## src/rtl/rbfa_pkg.sv

```systemverilog
// shared constants and register codes for the report buffer flush accounting core
package rbfa_pkg;

   // region defaults and limits
   localparam int NUM_REGIONS_DEF = 8;
   localparam int MASK_W          = 8;

   // field widths
   localparam int TOTAL_W   = 48;
   localparam int COUNT_W   = 11;
   localparam int LIMIT_W   = 10;
   localparam int STARTUP_W = 16;
   localparam int WORDPEN_W = 8;
   localparam int WPV_W     = 5;
   localparam int QUERY_W   = 16;
   localparam int ACTIVE_W  = 4;
   localparam int CHIP_W    = 7;
   localparam int UNIT_W    = WORDPEN_W + WPV_W;
   localparam int PROD_W    = COUNT_W + UNIT_W;

   // configuration port
   localparam int CSR_IDX_W  = 3;
   localparam int CSR_DATA_W = 16;

   localparam logic [TOTAL_W-1:0] TOTAL_MAX = {TOTAL_W{1'b1}};
   localparam logic [COUNT_W-1:0] COUNT_MAX = {COUNT_W{1'b1}};

   // register indexes
   typedef enum logic [CSR_IDX_W-1:0] {
      CSR_VECTOR_LIMIT     = 3'd0,
      CSR_STARTUP_PENALTY  = 3'd1,
      CSR_WORD_PENALTY     = 3'd2,
      CSR_WORDS_PER_VECTOR = 3'd3,
      CSR_QUERY_PENALTY    = 3'd4,
      CSR_ACTIVE_REGIONS   = 3'd5,
      CSR_CHIP_REGIONS     = 3'd6
   } csr_index_type;

   // register reset values
   localparam logic [LIMIT_W-1:0]   RST_VECTOR_LIMIT     = 10'd255;
   localparam logic [STARTUP_W-1:0] RST_STARTUP_PENALTY  = 16'd0;
   localparam logic [WORDPEN_W-1:0] RST_WORD_PENALTY     = 8'd1;
   localparam logic [WPV_W-1:0]     RST_WORDS_PER_VECTOR = 5'd1;
   localparam logic [QUERY_W-1:0]   RST_QUERY_PENALTY    = 16'd0;
   localparam logic [ACTIVE_W-1:0]  RST_ACTIVE_REGIONS   = 4'd8;
   localparam logic [CHIP_W-1:0]    RST_CHIP_REGIONS     = 7'd8;

endpackage

```

## src/rtl/report_buffer_flush_accounting_core.sv

```systemverilog
// report buffer flush accounting core: cycle total, region counts and drain sequencer
//
//   channel | direction | signals                                   | handshake
//   req     | in        | req_action, req_region_mask               | req_valid / req_ready
//   rsp     | out       | rsp_total_cycles, rsp_drained             | rsp_valid / rsp_ready
//   csr     | in        | csr_index, csr_wdata                      | csr_we, no wait
//
// a symbol request without drain passes through accept, limit check and result load.
// a drain adds a unit cost setup step, then a multiply step and an add step per
// on-chip region; a finish request goes from accept into the drain, then result load.
// every charge goes through one saturating adder.
// synchronous active high reset clears counts, total and the sequencer and loads the register reset values.
// req_ready is high only while the sequencer is idle; a held result (rsp_ready low)
// stalls the sequencer in its result load step.
module report_buffer_flush_accounting_core #(
   parameter int NUM_REGIONS = rbfa_pkg::NUM_REGIONS_DEF
) (
   input  logic                            clock,
   input  logic                            reset,
   // request channel
   input  logic                            req_valid,
   output logic                            req_ready,
   input  logic                            req_action,
   input  logic [rbfa_pkg::MASK_W-1:0]     req_region_mask,
   // response channel
   output logic                            rsp_valid,
   input  logic                            rsp_ready,
   output logic [rbfa_pkg::TOTAL_W-1:0]    rsp_total_cycles,
   output logic                            rsp_drained,
   // configuration port
   input  logic                            csr_we,
   input  logic [rbfa_pkg::CSR_IDX_W-1:0]  csr_index,
   input  logic [rbfa_pkg::CSR_DATA_W-1:0] csr_wdata
);

   // only regions covered by the mask can ever hold vectors
   localparam int NCNT = (NUM_REGIONS < rbfa_pkg::MASK_W) ? NUM_REGIONS : rbfa_pkg::MASK_W;
   localparam int IDXW = (NCNT > 1) ? $clog2(NCNT) : 1;

   typedef enum logic [2:0] {
      S_IDLE,
      S_CHECK,
      S_PREP,
      S_WALK,
      S_ADD,
      S_OUT
   } state_type;

   state_type state_ff, state_in;

   // configuration registers
   logic [rbfa_pkg::LIMIT_W-1:0]   limit_ff,   limit_in;
   logic [rbfa_pkg::STARTUP_W-1:0] startup_ff, startup_in;
   logic [rbfa_pkg::WORDPEN_W-1:0] wordpen_ff, wordpen_in;
   logic [rbfa_pkg::WPV_W-1:0]     wpv_ff,     wpv_in;
   logic [rbfa_pkg::QUERY_W-1:0]   query_ff,   query_in;
   logic [rbfa_pkg::ACTIVE_W-1:0]  active_ff,  active_in;
   logic [rbfa_pkg::CHIP_W-1:0]    chip_ff,    chip_in;

   // architectural state
   logic [rbfa_pkg::COUNT_W-1:0]   count_ff [NCNT];
   logic [rbfa_pkg::COUNT_W-1:0]   count_in [NCNT];
   logic [rbfa_pkg::TOTAL_W-1:0]   total_ff, total_in;

   // sequencer working registers
   logic                           any_ff, any_in;
   logic [rbfa_pkg::CHIP_W-1:0]    idx_ff, idx_in;
   logic [rbfa_pkg::UNIT_W-1:0]    unit_ff, unit_in;
   logic [rbfa_pkg::PROD_W-1:0]    prod_ff, prod_in;
   logic                           drained_ff, drained_in;

   // output register
   logic                           rsp_valid_ff, rsp_valid_in;
   logic [rbfa_pkg::TOTAL_W-1:0]   rsp_total_ff, rsp_total_in;
   logic                           rsp_drained_ff, rsp_drained_in;

   // shared saturating adder
   logic [rbfa_pkg::PROD_W-1:0]    add_operand;
   logic [rbfa_pkg::TOTAL_W:0]     add_sum;
   logic [rbfa_pkg::TOTAL_W-1:0]   add_sat;

   logic                           over;
   logic                           walk_hit;
   logic [rbfa_pkg::COUNT_W-1:0]   walk_count;
   logic [rbfa_pkg::CHIP_W:0]      idx_next;

   assign req_ready        = (state_ff == S_IDLE);
   assign rsp_valid        = rsp_valid_ff;
   assign rsp_total_cycles = rsp_total_ff;
   assign rsp_drained      = rsp_drained_ff;

   // adder operand select
   always_comb begin
      unique case (state_ff)
         S_IDLE:  add_operand = rbfa_pkg::PROD_W'(1);
         S_PREP:  add_operand = rbfa_pkg::PROD_W'(startup_ff);
         S_ADD:   add_operand = prod_ff;
         default: add_operand = '0;
      endcase
   end

   assign add_sum = {1'b0, total_ff} + (rbfa_pkg::TOTAL_W + 1)'(add_operand);
   assign add_sat = (add_sum >= {1'b0, rbfa_pkg::TOTAL_MAX}) ? rbfa_pkg::TOTAL_MAX
                                                             : add_sum[rbfa_pkg::TOTAL_W-1:0];

   // limit check over active regions
   always_comb begin
      over = 1'b0;
      for (int i = 0; i < NCNT; i++) begin
         if (i < int'(active_ff) &&
             count_ff[i] > rbfa_pkg::COUNT_W'(limit_ff)) begin
            over = 1'b1;
         end
      end
   end

   // region picked by the drain walk
   assign walk_count = count_ff[idx_ff[IDXW-1:0]];
   assign walk_hit   = (int'(idx_ff) < NCNT) && (idx_ff < rbfa_pkg::CHIP_W'(active_ff)) &&
                       (walk_count != '0);
   assign idx_next   = {1'b0, idx_ff} + (rbfa_pkg::CHIP_W + 1)'(1);

   // next state and datapath
   always_comb begin
      state_in       = state_ff;
      limit_in       = limit_ff;
      startup_in     = startup_ff;
      wordpen_in     = wordpen_ff;
      wpv_in         = wpv_ff;
      query_in       = query_ff;
      active_in      = active_ff;
      chip_in        = chip_ff;
      count_in       = count_ff;
      total_in       = total_ff;
      any_in         = any_ff;
      idx_in         = idx_ff;
      unit_in        = unit_ff;
      prod_in        = prod_ff;
      drained_in     = drained_ff;
      rsp_valid_in   = rsp_valid_ff && !rsp_ready;
      rsp_total_in   = rsp_total_ff;
      rsp_drained_in = rsp_drained_ff;

      // register writes
      if (csr_we) begin
         case (csr_index)
            rbfa_pkg::CSR_VECTOR_LIMIT:     limit_in   = csr_wdata[rbfa_pkg::LIMIT_W-1:0];
            rbfa_pkg::CSR_STARTUP_PENALTY:  startup_in = csr_wdata[rbfa_pkg::STARTUP_W-1:0];
            rbfa_pkg::CSR_WORD_PENALTY:     wordpen_in = csr_wdata[rbfa_pkg::WORDPEN_W-1:0];
            rbfa_pkg::CSR_WORDS_PER_VECTOR: wpv_in     = csr_wdata[rbfa_pkg::WPV_W-1:0];
            rbfa_pkg::CSR_QUERY_PENALTY:    query_in   = csr_wdata[rbfa_pkg::QUERY_W-1:0];
            rbfa_pkg::CSR_ACTIVE_REGIONS:   active_in  = csr_wdata[rbfa_pkg::ACTIVE_W-1:0];
            rbfa_pkg::CSR_CHIP_REGIONS:     chip_in    = csr_wdata[rbfa_pkg::CHIP_W-1:0];
            default: ;
         endcase
      end

      unique case (state_ff)
         S_IDLE: begin
            if (req_valid) begin
               drained_in = 1'b0;
               if (req_action) begin
                  state_in = S_PREP;
               end else begin
                  // symbol: a charge of 1 to the total, reporting active regions counted
                  total_in = add_sat;
                  any_in   = 1'b0;
                  for (int i = 0; i < NCNT; i++) begin
                     if (req_region_mask[i] && i < int'(active_ff)) begin
                        any_in = 1'b1;
                        if (count_ff[i] != rbfa_pkg::COUNT_MAX) begin
                           count_in[i] = count_ff[i] + rbfa_pkg::COUNT_W'(1);
                        end
                     end
                  end
                  state_in = S_CHECK;
               end
            end
         end
         S_CHECK: begin
            state_in = (any_ff && over) ? S_PREP : S_OUT;
         end
         S_PREP: begin
            // startup charge and per-vector cost
            total_in   = add_sat;
            unit_in    = rbfa_pkg::UNIT_W'(wordpen_ff) * rbfa_pkg::UNIT_W'(wpv_ff);
            idx_in     = '0;
            drained_in = 1'b1;
            state_in   = (chip_ff == '0) ? S_OUT : S_WALK;
         end
         S_WALK: begin
            if (walk_hit) begin
               prod_in = rbfa_pkg::PROD_W'(walk_count) * rbfa_pkg::PROD_W'(unit_ff);
               count_in[idx_ff[IDXW-1:0]] = '0;
            end else begin
               prod_in = rbfa_pkg::PROD_W'(query_ff);
            end
            state_in = S_ADD;
         end
         S_ADD: begin
            total_in = add_sat;
            idx_in   = idx_next[rbfa_pkg::CHIP_W-1:0];
            state_in = (idx_next >= {1'b0, chip_ff}) ? S_OUT : S_WALK;
         end
         S_OUT: begin
            if (!rsp_valid_ff || rsp_ready) begin
               rsp_valid_in   = 1'b1;
               rsp_total_in   = total_ff;
               rsp_drained_in = drained_ff;
               state_in       = S_IDLE;
            end
         end
         default: state_in = S_IDLE;
      endcase
   end

   // state, registers and output register
   always_ff @(posedge clock) begin
      if (reset) begin
         state_ff     <= S_IDLE;
         limit_ff     <= rbfa_pkg::RST_VECTOR_LIMIT;
         startup_ff   <= rbfa_pkg::RST_STARTUP_PENALTY;
         wordpen_ff   <= rbfa_pkg::RST_WORD_PENALTY;
         wpv_ff       <= rbfa_pkg::RST_WORDS_PER_VECTOR;
         query_ff     <= rbfa_pkg::RST_QUERY_PENALTY;
         active_ff    <= rbfa_pkg::RST_ACTIVE_REGIONS;
         chip_ff      <= rbfa_pkg::RST_CHIP_REGIONS;
         for (int i = 0; i < NCNT; i++) begin
            count_ff[i] <= '0;
         end
         total_ff     <= '0;
         any_ff       <= 1'b0;
         drained_ff   <= 1'b0;
         rsp_valid_ff <= 1'b0;
      end else begin
         state_ff     <= state_in;
         limit_ff     <= limit_in;
         startup_ff   <= startup_in;
         wordpen_ff   <= wordpen_in;
         wpv_ff       <= wpv_in;
         query_ff     <= query_in;
         active_ff    <= active_in;
         chip_ff      <= chip_in;
         count_ff     <= count_in;
         total_ff     <= total_in;
         any_ff       <= any_in;
         drained_ff   <= drained_in;
         rsp_valid_ff <= rsp_valid_in;
      end
      idx_ff         <= idx_in;
      unit_ff        <= unit_in;
      prod_ff        <= prod_in;
      rsp_total_ff   <= rsp_total_in;
      rsp_drained_ff <= rsp_drained_in;
   end

endmodule

```

## config.mk

```make
export PLATFORM = sky130hd
export DESIGN_NAME = report_buffer_flush_accounting_core
export DESIGN_NICKNAME = d
export VERILOG_FILES = /design/src/rtl/rbfa_pkg.sv /design/src/rtl/report_buffer_flush_accounting_core.sv
export SDC_FILE = /design/constraint.sdc
export NUM_CORES = 1
export LEC_CHECK = 0
export BUFFER_PORTS_ARGS = -buffer_cell sky130_fd_sc_hd__buf_2
export CORE_UTILIZATION = 50
export DETAILED_ROUTE_END_ITERATION = 10
export GPL_ROUTABILITY_DRIVEN = 0
export HOLD_SLACK_MARGIN = 0.15
export PLACE_DENSITY = 0.73
export SYNTH_ARGS = -nofsm -noshare
export SYNTH_HDL_FRONTEND = slang
export SYNTH_SLANG_ARGS = --single-unit
```

## constraint.sdc

```tcl
create_clock -name clock -period 6.78 [get_ports clock]
set_clock_uncertainty 0.15 [all_clocks]
set_input_delay 1.356 -clock clock [delete_from_list [all_inputs] [get_ports clock]]
set_output_delay 1.356 -clock clock [all_outputs]
set_load 0.01 [all_outputs]
```

==> results.sh <==
export IMPL_cts_buffers=36
export IMPL_synth_top_cell_area_share=0.181
export IMPL_critical_path_max_stage_delay_ns=0.54
export IMPL_holdWs_ns=0.297
export IMPL_leakagePower_nw=11.4
export IMPL_hold_path_class="flop to flop"
export IMPL_path_clk_slew_ns=0.06
export IMPL_powerDensity_nw_per_um2=251
export IMPL_ir_worst_vdd_uv=187
export IMPL_r2r_setup_slack_ns=-0.07
export IMPL_synth_cells=2636
export IMPL_worst_path_stages=24
export IMPL_crit_slowest_cell="fa_1"
export IMPL_dp_cells=3305
export IMPL_syn_cell_area_sq_um=23000
export IMPL_antenna_left=0
export IMPL_root_buffer="clkbuf_16"
export IMPL_layout_min_cycle_time_ns=6.85
export IMPL_max_cap_viol_count=0
export IMPL_cp_end_kind="flop"
export IMPL_track_usage=0.274
export IMPL_numPortBuffers=83
export IMPL_dpl_instance_area_sq_um=24600
export IMPL_arrival_ns=7.01
export IMPL_drt_iter0_drc=2328
export IMPL_finalPower_mw=6.59
export IMPL_wl_per_cell_um=19.2
export IMPL_max_slew_margin_rel=0.189
export IMPL_cts_tree="yes"
export IMPL_vias=20700
export IMPL_postSynth_asyncResetShare=0
export IMPL_pre_cts_ws_ns=-0.110
export IMPL_synth_warnings=0
export IMPL_cp_top_family="adder cells"
export IMPL_vias_per_cell=6.10
export IMPL_reg2reg_depth=24
export IMPL_grt_pass1_vias=19800
export IMPL_regArea_sq_um=6960
export IMPL_synth_edf_count=93
export IMPL_fmax_ghz=0.146
export IMPL_initial_utilization=0.507
export IMPL_die_h_um=217
export IMPL_hold_viol_final=0
export IMPL_crit_fanout=7
export IMPL_critPathLaunchType="flop"
export IMPL_nets=3119
export IMPL_multi_input_area_sq_um=15100
export IMPL_rsz0062_at_grt="yes"
export IMPL_ys_seq_area_frac=0.302
export IMPL_design_core_area_sq_um=45400
export IMPL_drtPass1Iterations=6
export IMPL_crit_top_cell="fa_1"
export IMPL_die_area_sq_um=46900
export IMPL_crit_buf_inv=6
export IMPL_antenna_found_initial=0
export IMPL_drive_above_1_share=0.136
export IMPL_cts_max_path_buffers=3
export IMPL_grt_ovfl_total=0
export IMPL_num_io_pins=84
export IMPL_yosysTopAreaCell="dfxtp_1"
export IMPL_cts_sinks=301
export IMPL_fill_cells=3927
export IMPL_worst_slack_ns=-0.0747
export IMPL_htree_num_levels=2
export IMPL_finalSetupTns_ns=-0.147
export IMPL_worst_pin_slew_ns=1.22
export IMPL_post_route_util=0.579
export IMPL_status="complete, but fails checks"
export IMPL_failed_checks="setup timing"
export IMPL_ys_types=79
export IMPL_grt_pass1_wl_mm=104
export IMPL_period_share=1.01
export IMPL_place_hpwl_mm=48.4
export IMPL_synth_fp_nets=2992
export IMPL_drc_errors=0
export IMPL_ys_flop_type="dfxtp_1"
export IMPL_clk_latency_ns=0.56
export IMPL_die_w_um=217
export IMPL_wl_mm=65.2
export IMPL_cts_hold_buf=0
export IMPL_fin_area_sq_um=26300
export IMPL_setup_viol=2
export IMPL_grt_start_max_net_pins=136
export IMPL_crit_chain="buf_4 > nor2_2 > a221oi_2 > o211ai_1 > buf_4 > nand2_4 > fa_2 > fa_1 > fa_1 > inv_2 > fa_1 > inv_2 > fa_1 > inv_1 > ha_2 > or3_4 > o211ai_1 > a31oi_2 > a221o_1 > a21o_1 > a311oi_2 > buf_4 > xnor2_1 > and2_1"
export IMPL_final_max_slew_viol_count=0
export IMPL_syn_avg_cell_area_sq_um=8.74
export IMPL_area_growth_pct=14.1
export IMPL_placementRows=78
export IMPL_critPathKind="flop to flop"
export IMPL_final_cells=3392
export IMPL_worstPathRequired_ns=6.93
export IMPL_yosys_top_cells_area="dfxtp_1 18%, edfxtp_1 12%, ha_1 11%"
export IMPL_hold_path_cell_count=0
export IMPL_synth_ff_latch_count=301
cell type report:
cell class              instances  area share
well taps                     600      0.0286
flip-flops and latches        301       0.265
inverters                     204      0.0291
diodes                          1   0.0000952
clock inverters                16     0.00657
clock buffers                  50      0.0407
repair buffers                211      0.0543
multi-input cells            2009       0.576
synth_stat cells (9+ instances only):
cell	number
mux2i_1	15
a32oi_1	11
nor3b_1	14
clkbuf_1	109
inv_1	204
o21bai_1	16
mux2_2	23
fa_1	117
nand2_1	302
dfxtp_1	208
a311oi_1	36
a221oi_1	10
edfxtp_1	93
a22o_1	18
a211oi_2	10
buf_1	9
xor2_1	24
a211o_1	15
o21ai_0	106
nand4_1	33
o21a_1	14
nor3_1	64
nor2_1	172
nand3_1	66
a31oi_1	37
a211oi_1	32
nand2b_1	31
ha_1	206
and2_1	97
xnor2_1	29
nor2b_1	76
and3_1	44
nand3b_1	14
o211ai_1	10
a21oi_1	191
a21o_1	39
or3_1	17
layout by cell type, fill, tap and decap left out, types with 24 or more instances in the layout:
master / synthesis / routed
fa_1: 117 / 110
o21ai_0: 106 / 100
edfxtp_1: 93 / 93
xnor2_1: 29 / 29
and2_1: 97 / 96
buf_4: 0 / 118
a21oi_1: 191 / 189
clkbuf_16: 0 / 40
a31oi_1: 37 / 36
dfxtp_1: 208 / 208
and3_1: 44 / 43
nor2_1: 172 / 169
nand4_1: 33 / 33
buf_2: 3 / 82
a211oi_1: 32 / 31
a311oi_1: 36 / 35
nand3_1: 66 / 65
nor3_1: 64 / 58
ha_1: 206 / 199
nor2b_1: 76 / 73
nand2_1: 302 / 297
inv_1: 204 / 200
nand2b_1: 31 / 30
xor2_1: 24 / 24
a21o_1: 39 / 39
registers in the layout, summed over array words and instances, names as in the netlist, 4 cells and up:
signal / cells
count_ff: 88
limit_ff: 10
unit_ff: 13
wordpen_ff: 8
rsp_total_cycles: 48
startup_ff: 16
idx_ff: 7
prod_ff: 24
chip_ff: 7
total_ff: 48
wpv_ff: 5
query_ff: 16
active_ff: 4
timing repair:
action / in CTS / in global routing
setup endpoints to repair: 3 / 7
setup buffers: 4 / 16
endpoints found under the hold margin: 0 / 0
gates resized for setup: 25 / 57
pin swaps: 31 / 35
cloned: 0 / 2
logic make-up (layout without fill, tap and decap cells):
group | Yosys count | in the layout | share of synthesized area
compound gates | 613 | 613 | 0.177
other cells | 0 | 1 | 0
flops | 301 | 301 | 0.302
fa+ha+maj | 323 | 323 | 0.214
xor+xnor | 53 | 53 | 0.0202
buf+inv | 327 | 481 | 0.0541
mux | 41 | 42 | 0.0207
simple gates | 978 | 978 | 0.213
where the power goes:
group          internal [mW]  leakage [nW]  total [mW]  switching [mW]
clock network           1.22         0.609        2.03           0.806
logic                   1.01          8.22        2.37            1.36
registers               2.02          2.54        2.20           0.180
total                   4.25          11.4        6.59            2.34
metal layers:
layer  up-vias  part of all wire  GRT usage
met1      9896              0.41      0.358
met5         -                 0          0
li1       9618                 -          -
met3       216             0.093     0.0497
met4         0             0.043      0.120
met2       960              0.45      0.444
final timing paths:
check,endpoint,from
setup / recovery,prod_ff[21]$_SDFFCE_PN0P_,idx_ff[2]$_SDFFCE_PP0P_
setup reg to reg,prod_ff[21]$_SDFFCE_PN0P_,idx_ff[2]$_SDFFCE_PP0P_
hold / removal,rsp_drained$_DFFE_PP_,drained_ff$_SDFFE_PP0P_
hold reg to reg,rsp_drained$_DFFE_PP_,drained_ff$_SDFFE_PP0P_
(Power assumes the default switching activity.)
